**config.mk**
```make
export PLATFORM = sky130hd
export DESIGN_NAME = frame_slot_scheduler
export DESIGN_NICKNAME = d
export VERILOG_FILES = /design/src/rtl/fss_pkg.sv /design/src/rtl/fss_cell.sv /design/src/rtl/frame_slot_scheduler.sv
export SDC_FILE = /design/constraint.sdc
export NUM_CORES = 2
export LEC_CHECK = 0
export BUFFER_PORTS_ARGS = -buffer_cell sky130_fd_sc_hd__buf_2
export CORE_ASPECT_RATIO = 0.5
export CORE_UTILIZATION = 35
export CTS_CLUSTER_DIAMETER = 100
export DETAILED_ROUTE_END_ITERATION = 8
export MAX_ROUTING_LAYER = met4
export PLACE_DENSITY = 0.54
export SLEW_MARGIN = 20
export SYNTH_ARGS = -nofsm -noshare
export SYNTH_HDL_FRONTEND = slang
export SYNTH_SLANG_ARGS = --single-unit
```
**constraint.sdc**
```tcl
create_clock -name clk -period 10.8 [get_ports clk]
set_clock_uncertainty 0.05 [all_clocks]
set_input_delay 1.62 -clock clk [delete_from_list [all_inputs] [get_ports clk]]
set_output_delay 1.62 -clock clk [all_outputs]
set_load 0.02 [all_outputs]
```
**src/rtl/fss_pkg.sv**
```systemverilog
package fss_pkg;

  localparam int SLOTS_DEF      = 10;
  localparam int FRAME_BITS_DEF = 16;
  localparam int COUNT_BITS_DEF = 32;

  localparam logic [1:0] CMD_CLAIM   = 2'd0;
  localparam logic [1:0] CMD_DONE    = 2'd1;
  localparam logic [1:0] CMD_PRESENT = 2'd2;

  localparam logic CFG_MOVIE_LEN = 1'b0;
  localparam logic CFG_LOOKAHEAD = 1'b1;

  localparam logic [15:0] MOVIE_LEN_RST = 16'd1;
  localparam logic [3:0]  LOOKAHEAD_RST = 4'd8;

  typedef enum logic [1:0] {
    ST_FREE     = 2'd0,
    ST_DECODING = 2'd1,
    ST_READY    = 2'd2
  } slot_st_t;

  typedef struct packed {
    logic [1:0]  cmd;
    logic [3:0]  slot_index;
    logic        decode_ok;
    logic [15:0] target_frame;
  } item_t;

  typedef struct packed {
    logic        granted;
    logic [3:0]  granted_slot;
    logic [15:0] granted_frame;
    logic        presented;
    logic        late;
    logic [31:0] skipped_total;
    logic [31:0] decoded_total;
    logic [31:0] error_total;
    logic [31:0] presented_total;
    logic [31:0] late_total;
  } result_t;

endpackage

```
**src/rtl/fss_cell.sv**
```systemverilog
module fss_cell #(
  parameter int FRAME_BITS = fss_pkg::FRAME_BITS_DEF,
  parameter int VAL_W      = 16,
  parameter int IDX_W      = 4,
  parameter int MY_IDX     = 0
) (
  input  logic                  clk,
  input  logic                  rst,
  input  logic                  present_mode,
  input  logic [VAL_W-1:0]      tgt_frame,
  input  logic [VAL_W-1:0]      last_shown,
  input  logic                  any_shown,
  input  logic                  wr_en,
  input  logic [IDX_W-1:0]      wr_idx,
  input  fss_pkg::slot_st_t     wr_status,
  input  logic                  wr_frame_en,
  input  logic [FRAME_BITS-1:0] wr_frame,
  input  logic                  in_found,
  input  logic [IDX_W-1:0]      in_idx,
  input  logic [VAL_W-1:0]      in_frame,
  output logic                  out_found,
  output logic [IDX_W-1:0]      out_idx,
  output logic [VAL_W-1:0]      out_frame
);

  fss_pkg::slot_st_t     status;
  logic [FRAME_BITS-1:0] frame_idx;
  logic [VAL_W-1:0]      own;
  logic                  hit;
  logic                  sel;

  assign own = VAL_W'(frame_idx);
  assign sel = wr_en && (wr_idx == IDX_W'(MY_IDX));

  always_comb begin
    if (present_mode) begin
      hit = (status == fss_pkg::ST_READY) && (own <= tgt_frame) &&
            (!any_shown || (own > last_shown)) && (!in_found || (own > in_frame));
    end else begin
      hit = !in_found && ((status == fss_pkg::ST_FREE) ||
            ((status == fss_pkg::ST_READY) && (own < tgt_frame)));
    end
  end

  always_ff @(posedge clk) begin
    if (rst) begin
      status <= fss_pkg::ST_FREE;
    end else if (sel) begin
      status <= wr_status;
    end
  end

  always_ff @(posedge clk) begin
    if (sel && wr_frame_en) begin
      frame_idx <= wr_frame;
    end
  end

  // hand the best candidate so far to the next cell
  always_ff @(posedge clk) begin
    if (hit) begin
      out_found <= 1'b1;
      out_idx   <= IDX_W'(MY_IDX);
      out_frame <= own;
    end else begin
      out_found <= in_found;
      out_idx   <= in_idx;
      out_frame <= in_frame;
    end
  end

endmodule

```
**src/rtl/frame_slot_scheduler.sv**
```systemverilog
// Frame slot scheduler: pool of decoded-frame slots for a video player.
// Command channel: item is taken at a rising edge with start high and busy
// low. Commands: claim a slot for decode, decode done, set target frame and present.
// Result channel: one result beat per command, on result for exactly one
// cycle while done is high; the receiver cannot stall, so a beat is never
// held.
// Configuration: cfg_we writes cfg_data to register cfg_index (0 movie
// length, 1 lookahead) at the edge; write only while busy is low.
// Sequencing: claim and set target go from the accepting edge through SCAN,
// where the candidate beat ripples through the row of SLOTS slot cells one
// cell per cycle, and then FINISH before done; decode done and the unused
// code go straight to FINISH. A new command is taken in the cycle that done
// is high.
// Reset (rst, synchronous): all slots free, counters and frame pointers
// zero, movie length 1, lookahead 8, nothing presented yet.
module frame_slot_scheduler #(
  parameter int SLOTS      = fss_pkg::SLOTS_DEF,
  parameter int FRAME_BITS = fss_pkg::FRAME_BITS_DEF,
  parameter int COUNT_BITS = fss_pkg::COUNT_BITS_DEF
) (
  input  logic            clk,
  input  logic            rst,
  input  logic            start,
  output logic            busy,
  input  fss_pkg::item_t  item,
  output logic            done,
  output fss_pkg::result_t result,
  input  logic            cfg_we,
  input  logic            cfg_index,
  input  logic [15:0]     cfg_data
);

  localparam int VAL_W = (FRAME_BITS > 16) ? FRAME_BITS : 16;
  localparam int CMP_W = VAL_W + 1;
  localparam int IDX_W = $clog2(SLOTS);

  typedef enum logic [1:0] {IDLE, SCAN, FINISH} state_t;

  state_t                state;
  logic [IDX_W-1:0]      scan_cnt;
  logic [1:0]            cmd_q;
  logic [3:0]            slot_q;
  logic                  ok_q;
  logic                  claim_ok;
  logic [15:0]           movie_len;
  logic [3:0]            lookahead;
  logic [FRAME_BITS-1:0] next_frame;
  logic [VAL_W-1:0]      current_target;
  logic [VAL_W-1:0]      last_shown;
  logic                  any_shown;
  logic [COUNT_BITS-1:0] skip_count;
  logic [COUNT_BITS-1:0] decode_count;
  logic [COUNT_BITS-1:0] error_count;
  logic [COUNT_BITS-1:0] present_count;
  logic [COUNT_BITS-1:0] late_count;

  logic                  chain_found [SLOTS+1];
  logic [IDX_W-1:0]      chain_idx   [SLOTS+1];
  logic [VAL_W-1:0]      chain_frame [SLOTS+1];

  logic                  wr_en;
  logic [IDX_W-1:0]      wr_idx;
  fss_pkg::slot_st_t     wr_status;
  logic                  wr_frame_en;

  logic [VAL_W-1:0]      nf_ext;
  logic [VAL_W-1:0]      nf_max;
  logic [VAL_W-1:0]      fc_ext;
  logic [15:0]           clamped;
  logic                  slot_valid;
  logic                  do_grant;
  logic                  new_any;
  logic [VAL_W-1:0]      new_last;

  assign busy = (state != IDLE);

  assign nf_ext     = VAL_W'(next_frame);
  assign nf_max     = (nf_ext < current_target) ? current_target : nf_ext;
  assign fc_ext     = VAL_W'(movie_len);
  assign clamped    = (item.target_frame >= movie_len) ?
                      ((movie_len == 16'd0) ? 16'd0 : movie_len - 16'd1) :
                      item.target_frame;
  assign slot_valid = (int'(slot_q) < SLOTS);
  assign do_grant   = claim_ok && chain_found[SLOTS];
  assign new_any    = any_shown || chain_found[SLOTS];
  assign new_last   = chain_found[SLOTS] ? chain_frame[SLOTS] : last_shown;

  always_comb begin
    wr_en       = 1'b0;
    wr_idx      = chain_idx[SLOTS];
    wr_status   = fss_pkg::ST_DECODING;
    wr_frame_en = 1'b0;
    if (state == FINISH) begin
      case (cmd_q)
        fss_pkg::CMD_CLAIM: begin
          wr_en       = do_grant;
          wr_frame_en = 1'b1;
        end
        fss_pkg::CMD_DONE: begin
          wr_en     = slot_valid;
          wr_idx    = IDX_W'(slot_q);
          wr_status = ok_q ? fss_pkg::ST_READY : fss_pkg::ST_FREE;
        end
        default: begin
          wr_en = 1'b0;
        end
      endcase
    end
  end

  assign chain_found[0] = 1'b0;
  assign chain_idx[0]   = '0;
  assign chain_frame[0] = '0;

  for (genvar g = 0; g < SLOTS; g++) begin : g_cell
    fss_cell #(
      .FRAME_BITS(FRAME_BITS),
      .VAL_W     (VAL_W),
      .IDX_W     (IDX_W),
      .MY_IDX    (g)
    ) u_cell (
      .clk         (clk),
      .rst         (rst),
      .present_mode(cmd_q == fss_pkg::CMD_PRESENT),
      .tgt_frame   (current_target),
      .last_shown  (last_shown),
      .any_shown   (any_shown),
      .wr_en       (wr_en),
      .wr_idx      (wr_idx),
      .wr_status   (wr_status),
      .wr_frame_en (wr_frame_en),
      .wr_frame    (next_frame),
      .in_found    (chain_found[g]),
      .in_idx      (chain_idx[g]),
      .in_frame    (chain_frame[g]),
      .out_found   (chain_found[g+1]),
      .out_idx     (chain_idx[g+1]),
      .out_frame   (chain_frame[g+1])
    );
  end

  always_ff @(posedge clk) begin
    if (rst) begin
      state         <= IDLE;
      done          <= 1'b0;
      scan_cnt      <= '0;
      movie_len     <= fss_pkg::MOVIE_LEN_RST;
      lookahead     <= fss_pkg::LOOKAHEAD_RST;
      next_frame    <= '0;
      current_target <= '0;
      last_shown    <= '0;
      any_shown     <= 1'b0;
      skip_count    <= '0;
      decode_count  <= '0;
      error_count   <= '0;
      present_count <= '0;
      late_count    <= '0;
    end else begin
      done <= 1'b0;
      if (cfg_we) begin
        case (cfg_index)
          fss_pkg::CFG_MOVIE_LEN: movie_len <= cfg_data;
          fss_pkg::CFG_LOOKAHEAD: lookahead <= cfg_data[3:0];
          default:                movie_len <= movie_len;
        endcase
      end
      case (state)
        IDLE: begin
          if (start) begin
            cmd_q    <= item.cmd;
            slot_q   <= item.slot_index;
            ok_q     <= item.decode_ok;
            scan_cnt <= IDX_W'(SLOTS - 1);
            case (item.cmd)
              fss_pkg::CMD_CLAIM: begin
                // advance to target, then check movie end and window
                if (nf_ext < current_target) begin
                  skip_count <= skip_count + COUNT_BITS'(current_target - nf_ext);
                  next_frame <= FRAME_BITS'(current_target);
                end
                claim_ok <= (nf_max < fc_ext) &&
                            (CMP_W'(nf_max) < (CMP_W'(current_target) + CMP_W'(lookahead)));
                state    <= SCAN;
              end
              fss_pkg::CMD_PRESENT: begin
                current_target <= VAL_W'(clamped);
                state          <= SCAN;
              end
              default: begin
                state <= FINISH;
              end
            endcase
          end
        end
        SCAN: begin
          scan_cnt <= scan_cnt - IDX_W'(1);
          if (scan_cnt == '0) begin
            state <= FINISH;
          end
        end
        FINISH: begin
          result.granted       <= 1'b0;
          result.granted_slot  <= '0;
          result.granted_frame <= '0;
          result.presented     <= 1'b0;
          result.late          <= 1'b0;
          result.skipped_total   <= 32'(skip_count);
          result.decoded_total   <= 32'(decode_count);
          result.error_total     <= 32'(error_count);
          result.presented_total <= 32'(present_count);
          result.late_total      <= 32'(late_count);
          case (cmd_q)
            fss_pkg::CMD_CLAIM: begin
              if (do_grant) begin
                result.granted       <= 1'b1;
                result.granted_slot  <= 4'(chain_idx[SLOTS]);
                result.granted_frame <= 16'(next_frame);
                next_frame           <= next_frame + FRAME_BITS'(1);
              end
            end
            fss_pkg::CMD_DONE: begin
              if (slot_valid) begin
                if (ok_q) begin
                  decode_count          <= decode_count + COUNT_BITS'(1);
                  result.decoded_total  <= 32'(decode_count + COUNT_BITS'(1));
                end else begin
                  error_count           <= error_count + COUNT_BITS'(1);
                  result.error_total    <= 32'(error_count + COUNT_BITS'(1));
                end
              end
            end
            fss_pkg::CMD_PRESENT: begin
              if (chain_found[SLOTS]) begin
                last_shown             <= chain_frame[SLOTS];
                any_shown              <= 1'b1;
                present_count          <= present_count + COUNT_BITS'(1);
                result.presented_total <= 32'(present_count + COUNT_BITS'(1));
                result.presented       <= 1'b1;
                result.granted_slot    <= 4'(chain_idx[SLOTS]);
                result.granted_frame   <= 16'(chain_frame[SLOTS]);
              end
              if (!new_any || (new_last != current_target)) begin
                result.late       <= 1'b1;
                late_count        <= late_count + COUNT_BITS'(1);
                result.late_total <= 32'(late_count + COUNT_BITS'(1));
              end
            end
            default: begin
              result.granted <= 1'b0;
            end
          endcase
          done  <= 1'b1;
          state <= IDLE;
        end
        default: begin
          state <= IDLE;
        end
      endcase
    end
  end

endmodule

```
==> results.sh <==
export IMPL_powerDensity_nw_per_um2=145
export IMPL_crit_path_start="next_frame[2]$_SDFFE_PP0P_"
export IMPL_p_switching_mw=2.06
export IMPL_clock_sinks=802
export IMPL_power_leakage_nw=20.3
export IMPL_synth_area_top_cells="edfxtp_1 (23%), dfxtp_1 (20%), ha_1 (16%)"
export IMPL_r2r_setup_slack_ns=4.63
export IMPL_peakVddDrop_v=0.000125
export IMPL_synth_top_cell_area_share_pct=23.3
export IMPL_synth_edf_count=351
export IMPL_synth_seq_cells=802
export IMPL_fp_row_count=92
export IMPL_die_y_um=256
export IMPL_critPathMaxFanout=16
export IMPL_synth_top_cells_by_count="ha_1 (568), dfxtp_1 (451), edfxtp_1 (351), nor2_1 (351), nand2_1 (349)"
export IMPL_min_period_ns=6.17
export IMPL_required_ns=11.33
export IMPL_crit_end="skip_count[31]$_SDFFE_PP0P_"
export IMPL_seq_power_share_pct=45.5
export IMPL_die_area_um2=131000
export IMPL_post_synth_cell_area_avg_um2=10.2
export IMPL_async_flop_share_pct=0
export IMPL_rsz0062_at_grt="no"
export IMPL_clock_path_buffers=3
export IMPL_grt_remaining_overflow=0
export IMPL_diodes=0
export IMPL_yosysMostFrequentCell="ha_1"
export IMPL_setup_viol=0
export IMPL_finalWeightedCongestion=0.927
export IMPL_clkPwrFrac_pct=40.2
export IMPL_setup_worst_path_end_class="flip-flop"
export IMPL_critPathBufInv=1
export IMPL_p_total_mw=7.45
export IMPL_num_vias=34942
export IMPL_worstSetupStartpointType="flip-flop"
export IMPL_path_clk_slew_ns=0.07
export IMPL_hp_class="flip-flop to flip-flop"
export IMPL_yosys_area_top_type="edfxtp_1"
export IMPL_htreeDepth=3
export IMPL_cts_tree="done"
export IMPL_numCtsBuffers=81
export IMPL_wirelength_um=146000
export IMPL_cpPeakStageDelay_ns=0.72
export IMPL_antenna_found_initial=6
export IMPL_remaining_drc_errors=0
export IMPL_firstDrtPassIters=6
export IMPL_max_slew_margin_pct=14.1
export IMPL_finalNetCount=5308
export IMPL_coreArea_um2=127000
export IMPL_syn_nets=5066
export IMPL_crit_type="flip-flop to flip-flop"
export IMPL_syn_area_um2=45200
export IMPL_crit_chain="inv_1 > ha_1 > nor2b_1 > o31a_1 > o31a_1 > o31a_1 > o21a_1 > o21a_1 > o21ai_0 > nor2b_1 > o211ai_1 > ha_1 > a211oi_1 > o21ai_0 > a2111oi_0 > nand3_1 > a31oi_1 > o31ai_1 > or4b_1 > o211ai_1 > mux2_1"
export IMPL_die_x_um=510
export IMPL_area_delta_synth_final_pct=13.6
export IMPL_comb_power_share_pct=14.4
export IMPL_drive_above_1_share_pct=13.1
export IMPL_arrival_ns=6.70
export IMPL_power_internal_mw=5.39
export IMPL_maxSlewViolCount=0
export IMPL_dp_hpwl_um=105000
export IMPL_grt_pass1_vias=33888
export IMPL_timing_fmax_mhz=162
export IMPL_io_pins=229
export IMPL_crit_top_cell="o31a_1"
export IMPL_fin_setup_tns_ns=0
export IMPL_slowest_stage="dfxtp_1"
export IMPL_syn_instance_count=4451
export IMPL_cpLargestDelayFamily="compound AO/OA/AOI/OAI gates"
export IMPL_status="complete, no violations"
export IMPL_sw_frac_of_total_pct=27.7
export IMPL_cp_depth=21
export IMPL_cts_resized=0
export IMPL_reg2reg_to="skip_count[31]$_SDFFE_PP0P_"
export IMPL_numPortBuffers=228
export IMPL_cts_root_buf="clkbuf_16"
export IMPL_grt_max_degree=164
export IMPL_drtAntennaViolNets=0
export IMPL_ff2ff_path_depth=21
export IMPL_yosysWarnings=0
export IMPL_cap_violations=0
export IMPL_grt_pass1_wl_um=216000
export IMPL_synth_cell_types=90
export IMPL_vias_per_cell=5.41
export IMPL_fill_cells=12333
export IMPL_initial_core_util_pct=35.6
export IMPL_post_cts_setup_buffer_count=0
export IMPL_grt_usage_pct=22.6
export IMPL_yosysSeqAreaShare_pct=43.3
export IMPL_hold_buffers=0
export IMPL_clk_latency_ns=0.70
export IMPL_finalHoldViolations=0
export IMPL_worst_slew_pin_slew_ns=1.29
export IMPL_period_share_pct=57.2
export IMPL_rr_startpoint="next_frame[2]$_SDFFE_PP0P_"
export IMPL_avgRoutedWirePerCell_um=22.6
export IMPL_synth_flop_cell="dfxtp_1"
export IMPL_drt_iter0_drc=3270
[power groups by stage]
| stage | logic (mW) | registers, mW | clock network, mW |
|---|---|---|---|
| final | 1.07 | 3.39 | 2.99 |
| after global routing | 1.18 | 3.40 | 3.17 |
| after CTS | 1.06 | 3.39 | 3.05 |
| after detailed placement | 1.05 | 3.45 | 0 |
| after global placement | 1.03 | 3.45 | 0 |
| after floorplan | 0.731 | 3.43 | 0 |
[state kept, by name, indices dropped and copies added (netlist names), 10 cells and up]
register                 count
g_cell.u_cell.status        20
g_cell.u_cell.out_idx       25
current_target              16
next_frame                  16
present_count               32
error_count                 32
result                     183
g_cell.u_cell.out_frame    160
decode_count                32
fc_ext                      16
late_count                  32
last_shown                  16
g_cell.u_cell.frame_idx    160
g_cell.u_cell.out_found     10
skip_count                  32
[through the flow]
stage	instances	hold slack, ns	worst slack, ns	area [um^2]	util (%)
2_1_floorplan	4451	0.336	0.186	45200	-
3_3_place_gp	6302	0.340	4.65	48500	38.2
3_5_place_dp	6302	0.344	4.70	48500	38.2
4_1_cts	6454	0.359	4.65	51300	40.4
5_1_grt	6454	0.374	4.24	51400	40.4
6_report	6454	0.355	4.63	51400	40.4
[how the worst min path moves through the flow]
stage	cells past startpoint	slack (ns)	to	from
after floorplan	1	0.34	g_cell[3].u_cell.out_idx[0]$_SDFF_PP1_	g_cell[2].u_cell.out_idx[0]$_SDFF_PP0_
after CTS	1	0.36	g_cell[9].u_cell.out_idx[3]$_SDFF_PP1_	g_cell[8].u_cell.out_idx[3]$_SDFF_PP1_
after global routing	1	0.37	g_cell[9].u_cell.out_idx[3]$_SDFF_PP1_	g_cell[8].u_cell.out_idx[3]$_SDFF_PP1_
final	1	0.35	g_cell[7].u_cell.out_idx[1]$_SDFF_PP1_	g_cell[6].u_cell.out_idx[1]$_SDFF_PP1_
after global placement	1	0.34	g_cell[9].u_cell.out_idx[3]$_SDFF_PP1_	g_cell[8].u_cell.out_idx[3]$_SDFF_PP1_
after detailed placement	1	0.34	g_cell[7].u_cell.out_idx[1]$_SDFF_PP1_	g_cell[6].u_cell.out_idx[1]$_SDFF_PP1_
[cell families after synthesis]
| kind of cell | after synthesis | synth area share, % |
|---|---|---|
| multiplexers | 208 | 5.02 |
| AND/OR/NAND/NOR | 1339 | 14.8 |
| adder cells (fa/ha/maj) | 572 | 15.9 |
| AO/OA/AOI/OAI | 847 | 12.0 |
| buffers and inverters | 391 | 3.39 |
| XOR/XNOR | 292 | 5.65 |
| flip-flops | 802 | 43.3 |
[placed cells by master (no fill, tap or decap), types with 16 or more instances in the layout]
cell type	instances
ha_1	568
dfxtp_1	449
edfxtp_1	351
nor2_1	349
nand2_1	349
a21oi_1	260
inv_1	256
buf_2	227
xnor2_1	160
o21ai_0	158
nand4_1	150
mux2_2	150
xor2_1	132
a21o_1	127
nand3_1	87
clkbuf_16	83
o21a_1	76
buf_4	64
nor2b_1	63
mux2i_1	57
nor3_1	52
and3_1	48
nand2b_1	47
or3_1	42
a211oi_1	37
and2_1	33
a22o_1	25
a31oi_1	22
o211ai_1	21
nor4_1	19
nor4b_1	19
clkbuf_1	17
and4_1	16
[per-layer routing]
metal,part of all wire [%],vias up,track usage [%]
li1,-,16632,-
met1,48,17071,32.0
met3,6.6,211,3.72
met2,43,1028,33.2
met4,2.6,0,6.08
met5,0,-,-
[area by class of cell]
class	instances	area [um^2]	share of cell area, %
Timing Repair Buffer	293	1650	3.21
Clock inverter	40	519	1.01
Tap cell	1692	2120	4.12
Sequential cell	802	19600	38.1
Clock buffer	112	2310	4.49
Multi-Input combinational cell	3258	24200	47.2
Inverter	257	965	1.88
No activity file was read; power rests on OpenSTA's default activity.
